$ cat config.mk
export PLATFORM = sky130hd
export DESIGN_NAME = ecvgl_queue
export DESIGN_NICKNAME = d
export VERILOG_FILES = /design/src/rtl/ecvgl_pkg.sv /design/src/rtl/ecvgl_queue.sv
export SDC_FILE = /design/constraint.sdc
export NUM_CORES = 1
export LEC_CHECK = 0
export BUFFER_PORTS_ARGS = -buffer_cell sky130_fd_sc_hd__buf_2
export CAP_MARGIN = 20
export CORE_MARGIN = 2
export CORE_UTILIZATION = 30
export CTS_CLUSTER_SIZE = 12
export DETAILED_ROUTE_END_ITERATION = 10
export PLACE_DENSITY = 0.54
export RECOVER_POWER = 50
export SKIP_LAST_GASP = 1
export SLEW_MARGIN = 10
export SYNTH_ARGS = -nofsm -noshare
export SYNTH_HDL_FRONTEND = slang
export SYNTH_SLANG_ARGS = --single-unit
$ cat constraint.sdc
create_clock -name clk -period 7.6 [get_ports clk]
set_input_delay 0 -clock clk [delete_from_list [all_inputs] [get_ports clk]]
set_output_delay 0 -clock clk [all_outputs]
set_load 0.05 [all_outputs]
$ cat src/rtl/ecvgl_pkg.sv
`timescale 1ns / 1ps
package ecvgl_pkg;

	// exponential table geometry
	localparam int EXP_TABLE_BITS = 10;
	localparam int TAB_N          = 1 << EXP_TABLE_BITS;
	localparam int FRAC_SHIFT     = 32 - EXP_TABLE_BITS;
	localparam int ADDR_W         = EXP_TABLE_BITS + 1;
	localparam int INT_N          = 23;
	localparam int INT_W          = 5;

	// t clamp at 22.0 in Q.32
	localparam logic [37:0] T_CLAMP = {6'd22, 32'd0};

	// pipelined divider geometry
	localparam int DIV_NUM_W = 64;
	localparam int DIV_DEN_W = 40;
	localparam int DIV_Q_W   = 48;
	localparam int DIV_LAT   = DIV_Q_W + 1;

	localparam logic signed [47:0] POS_MAX48 = 48'sh7FFF_FFFF_FFFF;
	localparam logic signed [47:0] NEG_MIN48 = 48'sh8000_0000_0000;

	// register indexes
	localparam logic [0:0] REG_DECAY_RATE    = 1'b0;
	localparam logic [0:0] REG_CUSP_STRENGTH = 1'b1;

	localparam logic [23:0] DECAY_RESET = 24'd65536;
	localparam logic [23:0] CUSP_RESET  = 24'd65536;

	typedef logic [32:0] q32_t;
	typedef q32_t frac_tab_t [TAB_N + 1];
	typedef q32_t int_tab_t [INT_N];

	typedef struct packed {
		logic [23:0]       decay;
		logic signed [23:0] cusp;
	} cfg_t;

	typedef struct packed {
		logic [23:0]      radius;
		logic             r_zero;
		logic [2:0][23:0] omag;
		logic [2:0]       oneg;
	} item_t;

	typedef struct packed {
		logic signed [47:0] func_value;
		logic signed [47:0] grad_x;
		logic signed [47:0] grad_y;
		logic signed [47:0] grad_z;
		logic signed [47:0] laplacian;
		logic               zero_distance;
	} res_t;

	// exp(-j/2^B) in Q1.32 by truncated taylor series
	function automatic q32_t frac_entry(input int j);
		logic [63:0]        x;
		logic [63:0]        term;
		logic signed [63:0] sum;
		x    = 64'(j) << FRAC_SHIFT;
		term = 64'd1 << 32;
		sum  = 64'sd1 <<< 32;
		for (int k = 1; k <= 24; k++) begin
			term = ((term * (x >> 1)) >> 31) / 64'(k);
			if ((k & 1) != 0) sum = sum - $signed(term);
			else sum = sum + $signed(term);
		end
		if (sum < 0) sum = 64'sd0;
		if (sum > (64'sd1 <<< 32)) sum = 64'sd1 <<< 32;
		return q32_t'(sum);
	endfunction

	function automatic frac_tab_t build_frac_tab();
		frac_tab_t t;
		for (int j = 0; j <= TAB_N; j++) t[j] = frac_entry(j);
		return t;
	endfunction

	// exp(-n) in Q1.32, chained from exp(-1)
	function automatic int_tab_t build_int_tab();
		int_tab_t    t;
		logic [63:0] ft;
		logic [63:0] acc;
		ft   = 64'(frac_entry(TAB_N));
		acc  = 64'd1 << 32;
		t[0] = q32_t'(acc);
		for (int n = 1; n < INT_N; n++) begin
			acc  = (acc * ft + (64'd1 << 31)) >> 32;
			t[n] = q32_t'(acc);
		end
		return t;
	endfunction

endpackage

$ cat src/rtl/ecvgl_queue.sv
`timescale 1ns / 1ps
module ecvgl_queue (
	input  logic             clk,
	input  logic             arst_n,
	input  logic             in_valid,
	output logic             in_ready,
	input  ecvgl_pkg::item_t in_item,
	output logic             out_valid,
	input  logic             out_ready,
	output ecvgl_pkg::item_t out_item
);

	localparam int QD  = 2;
	localparam int QPW = 1;

	ecvgl_pkg::item_t mem_q [QD];
	logic [QPW-1:0]   wr_ptr_q;
	logic [QPW-1:0]   rd_ptr_q;
	logic [QPW:0]     cnt_q;
	logic             push;
	logic             pop;

	assign in_ready  = (cnt_q != (QPW + 1)'(QD));
	assign out_valid = (cnt_q != '0);
	assign out_item  = mem_q[rd_ptr_q];
	assign push      = in_valid && in_ready;
	assign pop       = out_valid && out_ready;

	always_ff @(posedge clk or negedge arst_n) begin
		if (!arst_n) begin
			wr_ptr_q <= '0;
			rd_ptr_q <= '0;
			cnt_q    <= '0;
		end else begin
			if (push) wr_ptr_q <= wr_ptr_q + 1'b1;
			if (pop) rd_ptr_q <= rd_ptr_q + 1'b1;
			if (push && !pop) cnt_q <= cnt_q + 1'b1;
			else if (pop && !push) cnt_q <= cnt_q - 1'b1;
		end
	end

	always_ff @(posedge clk) begin
		if (push) begin
			mem_q[wr_ptr_q] <= in_item;
		end
	end

endmodule

==> out/metrics.csv <==
stage;metric;value;unit
status;status;finished, violations left;
status;violations;capacitance limit, slew limit;
worst_setup_path;slowest_delay;2330;ps
logic_synthesis;yosysWarnings;0;
floorplanning;die_area;27510;µm²
global_routing;grt_pass1_wl;24160;µm
worst_setup_path;path_class;reg2out;
cells_and_area;drive_gt1_share;37.59;%
global_routing;grt_util_met3;3.551;%
detailed_routing;drt_first_pass_iters;4;
logic_synthesis;synth_top_area_share;76.41;%
clock_tree;cts-buffers-inserted;23;
worst_hold_path;min_to;mem_q[0][66];
power_and_ir_drop;p_comb_share;41.9;%
cells_and_area;postLayoutCellArea;10790;µm²
timing;hold_violations;0;
cells_and_area;syn2layout_area_growth;37.23;%
logic_synthesis;synth.area.top_cells;edfxtp_1, mux2_4, buf_12;
timing;finalCritPeriodShare;60.22;%
worst_hold_path;hold_path_class;in2reg;
detailed_routing;drt-initial-drc-count;141;
floorplanning;die_w;165.9;µm
logic_synthesis;ys_seq_area_share;77.68;%
clock_tree;cts.htree.levels;1;
timing;fmax;0.2185;GHz
worst_setup_path;crit_arrival;4580;ps
placed_design;placed_area;9155;µm²
timing;finClkSkew;7.492;ps
detailed_routing;vias_per_cell;4.131;
logic_synthesis;synth_cells;329;
global_routing;antenna_found_initial;0;
floorplanning;rows;59;
global_routing;grt_busiest_layer;met2;
floorplanning;start_util;30.33;%
worst_setup_path;cp_cell_sequence;buf_4 -> mux2_2 -> buf_2;
placed_design;gp_congestion;0.6927;
logic_synthesis;synth_area;7860;µm²
power_and_ir_drop;p_seq_share;35.9;%
power_and_ir_drop;switching_share;39.52;%
clock_tree;worstSkewPairLatency;500;ps
worst_setup_path;required;7600;ps
power_and_ir_drop;p_clk_share;22.2;%
worst_hold_path;min_from;in_item[66];
timing;finalSetupTns;0;ps
clock_tree;cts_sinks;204;
timing;max-slew-margin-rel;-95.57;%
clock_tree;cts_tree;done;
placed_design;hpwl;9582;µm
worst_setup_path;critPathLaunchType;register;
placed_design;post-place-ws;4929;ps
worst_setup_path;crit_path_top_delay_cell;dfrtp_1;
floorplanning;core-area;25910;µm²
clock_tree;cts_buffer_depth;3;
run;drv_cap;2;
detailed_routing;wl_per_cell;15.17;µm
cells_and_area;fillers;2362;
global_routing;grtUsageTotal;10.80;%
global_routing;grt_pass1_vias;4650;
worst_setup_path;critPathMaxFanout;51;
floorplanning;die_y;165.9;µm
logic_synthesis;yosys_register_bits;204;
logic_synthesis;syn_nets;434;
global_routing;use_met1;12.32;%
global_routing;grt_max_degree;56;
worst_setup_path;reg2reg_from;cnt_q[0];
timing;setup_slack;3023;ps
power_and_ir_drop;p_per_area;433.7;nW/µm²
global_routing;met2_usage;19.38;%
detailed_routing;ant_nets;0;
global_routing;grt_overflow;0;
timing;setup_viol;0;
detailed_routing;drc;0;
clock_tree;postCtsSetupBuffers;0;
placed_design;numPortBuffers;205;
logic_synthesis;synth_area_per_cell;23.89;µm²
power_and_ir_drop;p_int;2.829;mW
power_and_ir_drop;ir_drop;0.3292;mV
timing;slew_viol_final;100;
timing;final.min_clock_period;4577;ps
worst_setup_path;ff2ff_setup_slack;3940;ps
clock_tree;cts_root_buffer;clkbuf_16;
worst_setup_path;critPathCaptureType;primary output;
logic_synthesis;synth_top_cell_by_area;edfxtp_1;
cells_and_area;final_util;41.63;%
cells_and_area;nets;761;
cells_and_area;antennaDiodeCount;0;
clock_tree;clkSlewWorstSetupHoldPaths;60;ps
worst_setup_path;reg2reg_to;mem_q[1][26];
timing;rsz0062_at_grt;false;
timing;tightest_slew;2934;ps
power_and_ir_drop;p_switching;1.849;mW
logic_synthesis;ys_types;16;
worst_setup_path;reg2reg_depth;3;
detailed_routing;vias;4164;
power_and_ir_drop;finalPower;4.678;mW
floorplanning;io_pins;206;
worst_hold_path;hold_depth;2;
power_and_ir_drop;power_leakage;4.101;nW
detailed_routing;totalWireLength;15290;µm
-- layer usage --
layer,wire [µm],part of all wire [%]
met1,6116,40
met2,7819,51
met3,1148,7.5
met4,203,1.3
met5,0,0
-- cell type report --
cell class                 instances  area (µm²)  share of cell area [%]
clock buffer                      30       601.8                   5.579
inverter                           1       3.754                 0.03480
timing repair buffer             313        1988                   18.43
clock inverter                    12       106.4                  0.9860
sequential                       204        6106                   56.61
multi-input combinational        113        1562                   14.48
tap                              335       419.2                   3.886
-- critical path, delay by kind of cell, from the launching register on --
family	cells	cell delay, ps
muxes	1	420
DFF	1	2330
buffers and inverters	2	1240
-- Yosys cell counts --
| library cell | number |
|---|---|
| or2_2 | 1 |
| mux2_4 | 90 |
| ha_1 | 1 |
| inv_1 | 1 |
| buf_12 | 9 |
| xor2_1 | 2 |
| and3_1 | 1 |
| nand2_1 | 2 |
| nor2_1 | 2 |
| dfrtp_1 | 4 |
| buf_2 | 1 |
| nand2b_1 | 1 |
| edfxtp_1 | 200 |
| xnor2_1 | 3 |
| buf_6 | 1 |
| mux2_2 | 10 |
-- sequential cells by signal, indices dropped and copies added, names as in the netlist --
register / count
rd_ptr_q: 1
mem_q: 200
cnt_q: 2
wr_ptr_q: 1
-- cell usage in the layout, fill, tap and decap left out, types with 2 or more instances in the layout --
cell type / instances
buf_4: 4
dlygate4sd3_1: 104
nand2_1: 2
xnor2_1: 3
edfxtp_1: 200
clkinv_1: 6
dfrtp_1: 4
buf_2: 117
clkbuf_1: 94
clkinv_2: 3
mux2_2: 10
clkbuf_16: 23
bufinv_16: 2
xor2_1: 2
mux2_4: 90
-- worst max path at each step --
| stage | from | endpoint | slack, ps |
|---|---|---|---|
| 2_1_floorplan | cnt_q[0] | mem_q[0][0] | 1810 |
| 3_3_place_gp | rd_ptr_q | out_item[73] | 4940 |
| 3_5_place_dp | rd_ptr_q | out_item[73] | 4930 |
| 4_1_cts | rd_ptr_q | out_item[73] | 4380 |
| 5_1_grt | rd_ptr_q | out_item[73] | 2700 |
| 6_report | rd_ptr_q | out_item[73] | 3020 |
-- power by group through the flow --
stage	logic, mW	registers [mW]	clock network [mW]
floorplan	1.70	1.64	0
global placement	1.91	1.69	0
detailed placement	1.92	1.71	0
CTS	1.97	1.69	1.07
global route	2.05	1.71	1.13
finish	1.96	1.68	1.04
-- repair_timing --
item	in CTS	in global routing
endpoints found under the hold margin	207	0
resized for setup	0	0
hold buffers	104	0
-- per-stage QoR --
step / cells / hold slack [ps]
2_1_floorplan: 329 / -295.6
3_3_place_gp: 862 / -191.4
3_5_place_dp: 862 / -189.5
4_1_cts: 1008 / 190.6
5_1_grt: 1008 / 196.1
6_report: 1008 / 223.6
-- cells by family (layout without fill, tap and decap cells) --
| group | count (synthesis) | after routing | synth area share [%] |
|---|---|---|---|
| xor+xnor | 5 | 5 | 0.5572 |
| mux | 100 | 100 | 18.62 |
| buf+inv | 12 | 356 | 2.547 |
| fa+ha+maj | 1 | 1 | 0.1592 |
| simple gates | 7 | 7 | 0.4300 |
| flops | 204 | 204 | 77.68 |
No activity file was read; power rests on OpenSTA's default activity.
