$ cat src/rtl/ecvgl_pkg.sv
`timescale 1ns / 1ps
package ecvgl_pkg;

	// exponential table geometry
	localparam int EXP_TABLE_BITS = 10;
	localparam int TAB_N          = 1 << EXP_TABLE_BITS;
	localparam int FRAC_SHIFT     = 32 - EXP_TABLE_BITS;
	localparam int ADDR_W         = EXP_TABLE_BITS + 1;
	localparam int INT_N          = 23;
	localparam int INT_W          = 5;

	// t clamp at 22.0 in Q.32
	localparam logic [37:0] T_CLAMP = {6'd22, 32'd0};

	// pipelined divider geometry
	localparam int DIV_NUM_W = 64;
	localparam int DIV_DEN_W = 40;
	localparam int DIV_Q_W   = 48;
	localparam int DIV_LAT   = DIV_Q_W + 1;

	localparam logic signed [47:0] POS_MAX48 = 48'sh7FFF_FFFF_FFFF;
	localparam logic signed [47:0] NEG_MIN48 = 48'sh8000_0000_0000;

	// register indexes
	localparam logic [0:0] REG_DECAY_RATE    = 1'b0;
	localparam logic [0:0] REG_CUSP_STRENGTH = 1'b1;

	localparam logic [23:0] DECAY_RESET = 24'd65536;
	localparam logic [23:0] CUSP_RESET  = 24'd65536;

	typedef logic [32:0] q32_t;
	typedef q32_t frac_tab_t [TAB_N + 1];
	typedef q32_t int_tab_t [INT_N];

	typedef struct packed {
		logic [23:0]       decay;
		logic signed [23:0] cusp;
	} cfg_t;

	typedef struct packed {
		logic [23:0]      radius;
		logic             r_zero;
		logic [2:0][23:0] omag;
		logic [2:0]       oneg;
	} item_t;

	typedef struct packed {
		logic signed [47:0] func_value;
		logic signed [47:0] grad_x;
		logic signed [47:0] grad_y;
		logic signed [47:0] grad_z;
		logic signed [47:0] laplacian;
		logic               zero_distance;
	} res_t;

	// exp(-j/2^B) in Q1.32 by truncated taylor series
	function automatic q32_t frac_entry(input int j);
		logic [63:0]        x;
		logic [63:0]        term;
		logic signed [63:0] sum;
		x    = 64'(j) << FRAC_SHIFT;
		term = 64'd1 << 32;
		sum  = 64'sd1 <<< 32;
		for (int k = 1; k <= 24; k++) begin
			term = ((term * (x >> 1)) >> 31) / 64'(k);
			if ((k & 1) != 0) sum = sum - $signed(term);
			else sum = sum + $signed(term);
		end
		if (sum < 0) sum = 64'sd0;
		if (sum > (64'sd1 <<< 32)) sum = 64'sd1 <<< 32;
		return q32_t'(sum);
	endfunction

	function automatic frac_tab_t build_frac_tab();
		frac_tab_t t;
		for (int j = 0; j <= TAB_N; j++) t[j] = frac_entry(j);
		return t;
	endfunction

	// exp(-n) in Q1.32, chained from exp(-1)
	function automatic int_tab_t build_int_tab();
		int_tab_t    t;
		logic [63:0] ft;
		logic [63:0] acc;
		ft   = 64'(frac_entry(TAB_N));
		acc  = 64'd1 << 32;
		t[0] = q32_t'(acc);
		for (int n = 1; n < INT_N; n++) begin
			acc  = (acc * ft + (64'd1 << 31)) >> 32;
			t[n] = q32_t'(acc);
		end
		return t;
	endfunction

endpackage

$ cat src/rtl/ecvgl_front.sv
`timescale 1ns / 1ps
module ecvgl_front (
	input  logic                clk,
	input  logic                arst_n,
	input  logic                in_valid,
	output logic                in_ready,
	input  logic [23:0]         distance,
	input  logic signed [23:0]  offset_x,
	input  logic signed [23:0]  offset_y,
	input  logic signed [23:0]  offset_z,
	output logic                out_valid,
	input  logic                out_ready,
	output ecvgl_pkg::item_t    out_item
);

	ecvgl_pkg::item_t item_q;
	ecvgl_pkg::item_t cls;
	logic             vld_q;

	function automatic logic [23:0] mag24(input logic signed [23:0] v);
		return v[23] ? 24'(-v) : 24'(v);
	endfunction

	always_comb begin
		cls.radius  = distance;
		cls.r_zero  = (distance == 24'd0);
		cls.omag[0] = mag24(offset_x);
		cls.omag[1] = mag24(offset_y);
		cls.omag[2] = mag24(offset_z);
		cls.oneg    = {offset_z[23], offset_y[23], offset_x[23]};
	end

	assign in_ready  = !vld_q || out_ready;
	assign out_valid = vld_q;
	assign out_item  = item_q;

	always_ff @(posedge clk or negedge arst_n) begin
		if (!arst_n) begin
			vld_q <= 1'b0;
		end else if (in_ready) begin
			vld_q <= in_valid;
		end
	end

	always_ff @(posedge clk) begin
		if (in_valid && in_ready) begin
			item_q <= cls;
		end
	end

endmodule

$ cat config.mk
export PLATFORM = sky130hd
export DESIGN_NAME = ecvgl_front
export DESIGN_NICKNAME = d
export VERILOG_FILES = /design/src/rtl/ecvgl_pkg.sv /design/src/rtl/ecvgl_front.sv
export SDC_FILE = /design/constraint.sdc
export NUM_CORES = 1
export LEC_CHECK = 0
export BUFFER_PORTS_ARGS = -buffer_cell sky130_fd_sc_hd__buf_4
export CAP_MARGIN = 20
export CORE_MARGIN = 4
export CORE_UTILIZATION = 47
export DETAILED_ROUTE_END_ITERATION = 8
export GPL_TIMING_DRIVEN = 0
export HOLD_SLACK_MARGIN = 0.12
export MAX_ROUTING_LAYER = met4
export PLACE_DENSITY_LB_ADDON = 0.05
export SYNTH_ARGS = -nofsm -noshare
export SYNTH_HDL_FRONTEND = slang
export SYNTH_SLANG_ARGS = --single-unit
$ cat constraint.sdc
create_clock -name clk -period 4.55 [get_ports clk]
set_clock_uncertainty 0.15 [all_clocks]
set_input_delay 0.2275 -clock clk [delete_from_list [all_inputs] [get_ports clk]]
set_output_delay 0.2275 -clock clk [all_outputs]
set_load 0.005 [all_outputs]
==> results.txt <==
The overall die height is 107 um. The worst setup path is launched from an input port. For met2 alone, demand over resource in global routing was 44.6%. The die footprint is 11,400 um^2. The half-perimeter wire length after detailed placement is 8880 um. The synthesized instance count came out at 323. The number of buffers inserted to repair setup after CTS is 0. The number of antenna violations at the first check in global routing came out at 0. The setup slack of the worst register-to-register path came out at 2500 ps. The global-route wire length before repair came out at 21,800 um.

From synthesis to final layout, the design area changed by 64.9%. The clock-pin transition on the worst setup and hold timing paths came out at 120 ps. The congestion estimate from routability-driven global placement came to 0.828. The synthesized area per cell is 14.2 um^2. The final critical-path setup slack came out at 1640 ps. For this run, global-route usage on met1 was measured as 28.6%. The worst-case clock buffer depth came out at 2. 202 I/O pins were placed. The number of cells upsized or downsized after cts came out at 0. Setup total negative slack on the finished layout was measured at 0 ps. Global routing consumed, on the met3 layer, 5.42% of the routing resources. The CTS tree is built. The die width came out at 107 um. The post-placement setup slack is 2400 ps. The max-slew violation count came out at 0. Input and output buffers added on the ports amount to 201. After detailed routing, the average wire length per cell comes to 18.0 um. The peak ir drop on the vdd network came out at 0.181 mV. Counting flops and latches in the post-synthesis netlist gives 101. CTS placed an instance of clkbuf_8 at the clock tree root. In this run the worst hold path is classified as in -> reg. The wire length after detailed routing is 14,000 um. The worst path arrival time came out at 2880 ps.

The slowest stage cell on the critical path is dlygate4sd3_1. The number of antenna diodes in the final layout is 0. In this design, the critical path's most frequently occurring cell is dlygate4sd3_1. The power density normalized to cell area is 280 nW/um^2.

The transition time at the pin with the least slew margin is 828 ps. In the global route stage, overall resource usage came out at 25.3%. Setup violations remaining at the end of the flow were counted as 0. The fraction of the cycle the final worst path needs came out at 64.0%.

The number of CTS-inserted buffers is 9. In this run the static leakage power is 0.00288 uW. The number of global-route vias before repair was 4,302. After clock tree synthesis, the flow added hold-fix buffers numbering 109. Traced cell by cell, the critical path runs through dlygate4sd3_1 -> buf_4 -> inv_1 -> ha_1 -> nor3b_1 -> nand4_1 -> o41ai_1 -> xnor2_1 -> dlygate4sd3_1. In this run the remaining antenna-violating nets after routing total 0. The clock drives 101 sinks.

The proportion of layout cells with a drive suffix above 1 is 35.4%. The tool flagged a number of max-cap violations equal to 0. The part of the Yosys area used for sequential elements came out at 66.1%. The via count is 3,995. Yosys printed 0 warnings. The total of fill cells in the finished design came out at 560. The average via count per standard cell came out at 5.13. The worst setup path is captured at a flop. The critical path data required time is 4520 ps. After global routing the overflow that remains totals 0. In this run, distinct cell masters in the synthesized netlist total 29.

The number of nets handed over by synthesis was 426. The flow ran to the end, and the final reports show no timing, DRC or antenna violations. The global routing's busiest layer is met2. The clock reaches the later pin of the worst-skew pair after 360 ps. In this run the worst path has a maximum fanout of 6. The initial core utilization came out at 48.9%.

The largest stage delay on the critical path came out at 580 ps. Measured against its own limit, the worst slew margin works out to 44.8%. The number of detailed-route iterations in the first pass is 5. The post-synthesis instance area is 4580 um^2. The number of hold violations in the final report came out at 0. The number of rows created at floorplan came out at 35.

The critical path in this run is classified as in -> reg. The largest net degree at the start of global routing came out at 63. The core area is 9370 um^2. The number of non-filler instances in the completed layout is 779. Setup repair after global routing left no endpoint under its margin. The smallest clock period supported by the final layout is computed as 2910 ps.

The H-tree depth came out at 3. For this run, the top clock speed supported by timing is 343 MHz. The count of nets after finishing came out at 748.

The number of placed instances, taps included, is 654. The initial DRC count came out at 250. The tightest hold margin came out at 419 ps.

For this run, design rule violations remaining after detail routing come to 0.
## cell type report
| cell class | count | area, um^2 | share of cell area (%) |
|---|---|---|---|
| tap | 129 | 161 | 2.14 |
| timing repair buffer | 311 | 2620 | 34.7 |
| buffer | 6 | 26.3 | 0.348 |
| clock inverter | 7 | 63.8 | 0.845 |
| multi-input combinational | 209 | 1500 | 19.9 |
| inverter | 7 | 26.3 | 0.348 |
| sequential | 101 | 3030 | 40.1 |
| clock buffer | 9 | 124 | 1.64 |
## per-layer routing
metal  wire length (um)  vias up
met1               5450     1888
li1                   -     1893
met4                323        0
met3               1070       26
met2               7160      188
met5                  0        -
## cells by family (layout without fill, tap and decap cells)
logic type	count (synthesis)	count (layout)	share of synthesized area, %
flops	101	101	66.1
fa+ha+maj	3	3	0.820
xor+xnor	63	63	12.0
buf+inv	13	340	1.15
compound gates	54	54	7.89
simple gates	89	89	12.0
## critical path: cells and delay by family
kind	cells	cell delay [ps]
AND/OR/NAND/NOR	2	410
AO/OA/AOI/OAI	1	460
buffers and inverters	4	1350
adder cells (fa/ha/maj)	1	280
XOR/XNOR	1	140
## cell usage after synthesis
cell type  instances  area, um^2
and2_1             1        6.26
buf_4              1        7.51
clkbuf_1           5        18.8
dfrtp_1            1        25.0
edfxtp_1         100        3000
ha_1               3        37.5
inv_1              7        26.3
nand2_1           24        90.1
nand2b_1          10        62.6
nand3_1            3        15.0
nand3b_1           1        7.51
nand4_1            6        37.5
nand4_4            1        21.3
nor2_1             9        33.8
nor3_1             3        15.0
nor3b_1            1        7.51
nor4_1            12        75.1
nor4_2             2        25.0
nor4_4             1        21.3
nor4b_1            2        17.5
o21ai_0           20         100
o21ai_1            4        20.0
o21ai_2            1        8.76
o31ai_1           17         128
o41ai_1           12         105
or3_1              2        12.5
or4_1              6        45.0
or4_4              5        56.3
xnor2_1           63         552
## cells in the final DEF, fill, tap and decap left out, drive strengths merged
| cell | count |
|---|---|
| edfxtp | 100 |
| dlygate4sd3 | 109 |
| inv | 11 |
| nor4b | 2 |
| clkinvlp | 2 |
| ha | 3 |
| nand2b | 10 |
| o31ai | 17 |
| dfrtp | 1 |
| or4 | 11 |
| and2 | 1 |
| nand2 | 24 |
| nand3b | 1 |
| xnor2 | 63 |
| o41ai | 12 |
| nor3 | 3 |
| clkinv | 1 |
| o21ai | 25 |
| nor3b | 1 |
| nand3 | 3 |
| nand4 | 7 |
| or3 | 2 |
| clkbuf | 14 |
| nor2 | 9 |
| buf | 203 |
| nor4 | 15 |
## power breakdown
| part | total [uW] | switching (uW) | internal (uW) |
|---|---|---|---|
| clock | 562 | 350 | 212 |
| combinational | 426 | 179 | 248 |
| sequential | 1120 | 19.0 | 1100 |
| total | 2110 | 547 | 1560 |
## sequential cells by signal, indices dropped and copies added, names as in the netlist
signal     cells
out_item     100
out_valid      1
## per-stage QoR
step	cell area (um^2)	util (%)	power, uW
after floorplan	4580	-	1260
after global placement	6250	66.7	1470
after detailed placement	6270	66.9	1480
after CTS	7550	80.6	2110
after global routing	7550	80.6	2200
final	7550	80.6	2110
## worst paths after layout
| kind | start | to | cells after the start |
|---|---|---|---|
| worst max register to register | out_valid$_DFFE_PN0N_ | out_item[18]$_DFFE_PP_ | 3 |
| worst min register to register | out_valid$_DFFE_PN0N_ | out_item[90]$_DFFE_PP_ | 2 |
| max in group asynchronous | arst_n | out_valid$_DFFE_PN0N_ | 3 |
| worst max-delay path | offset_z[1] | out_item[69]$_DFFE_PP_ | 9 |
| worst min-delay path | distance[20] | out_item[96]$_DFFE_PP_ | 2 |
| min in group asynchronous | arst_n | out_valid$_DFFE_PN0N_ | 3 |
Power figures use the tool's default switching activity.
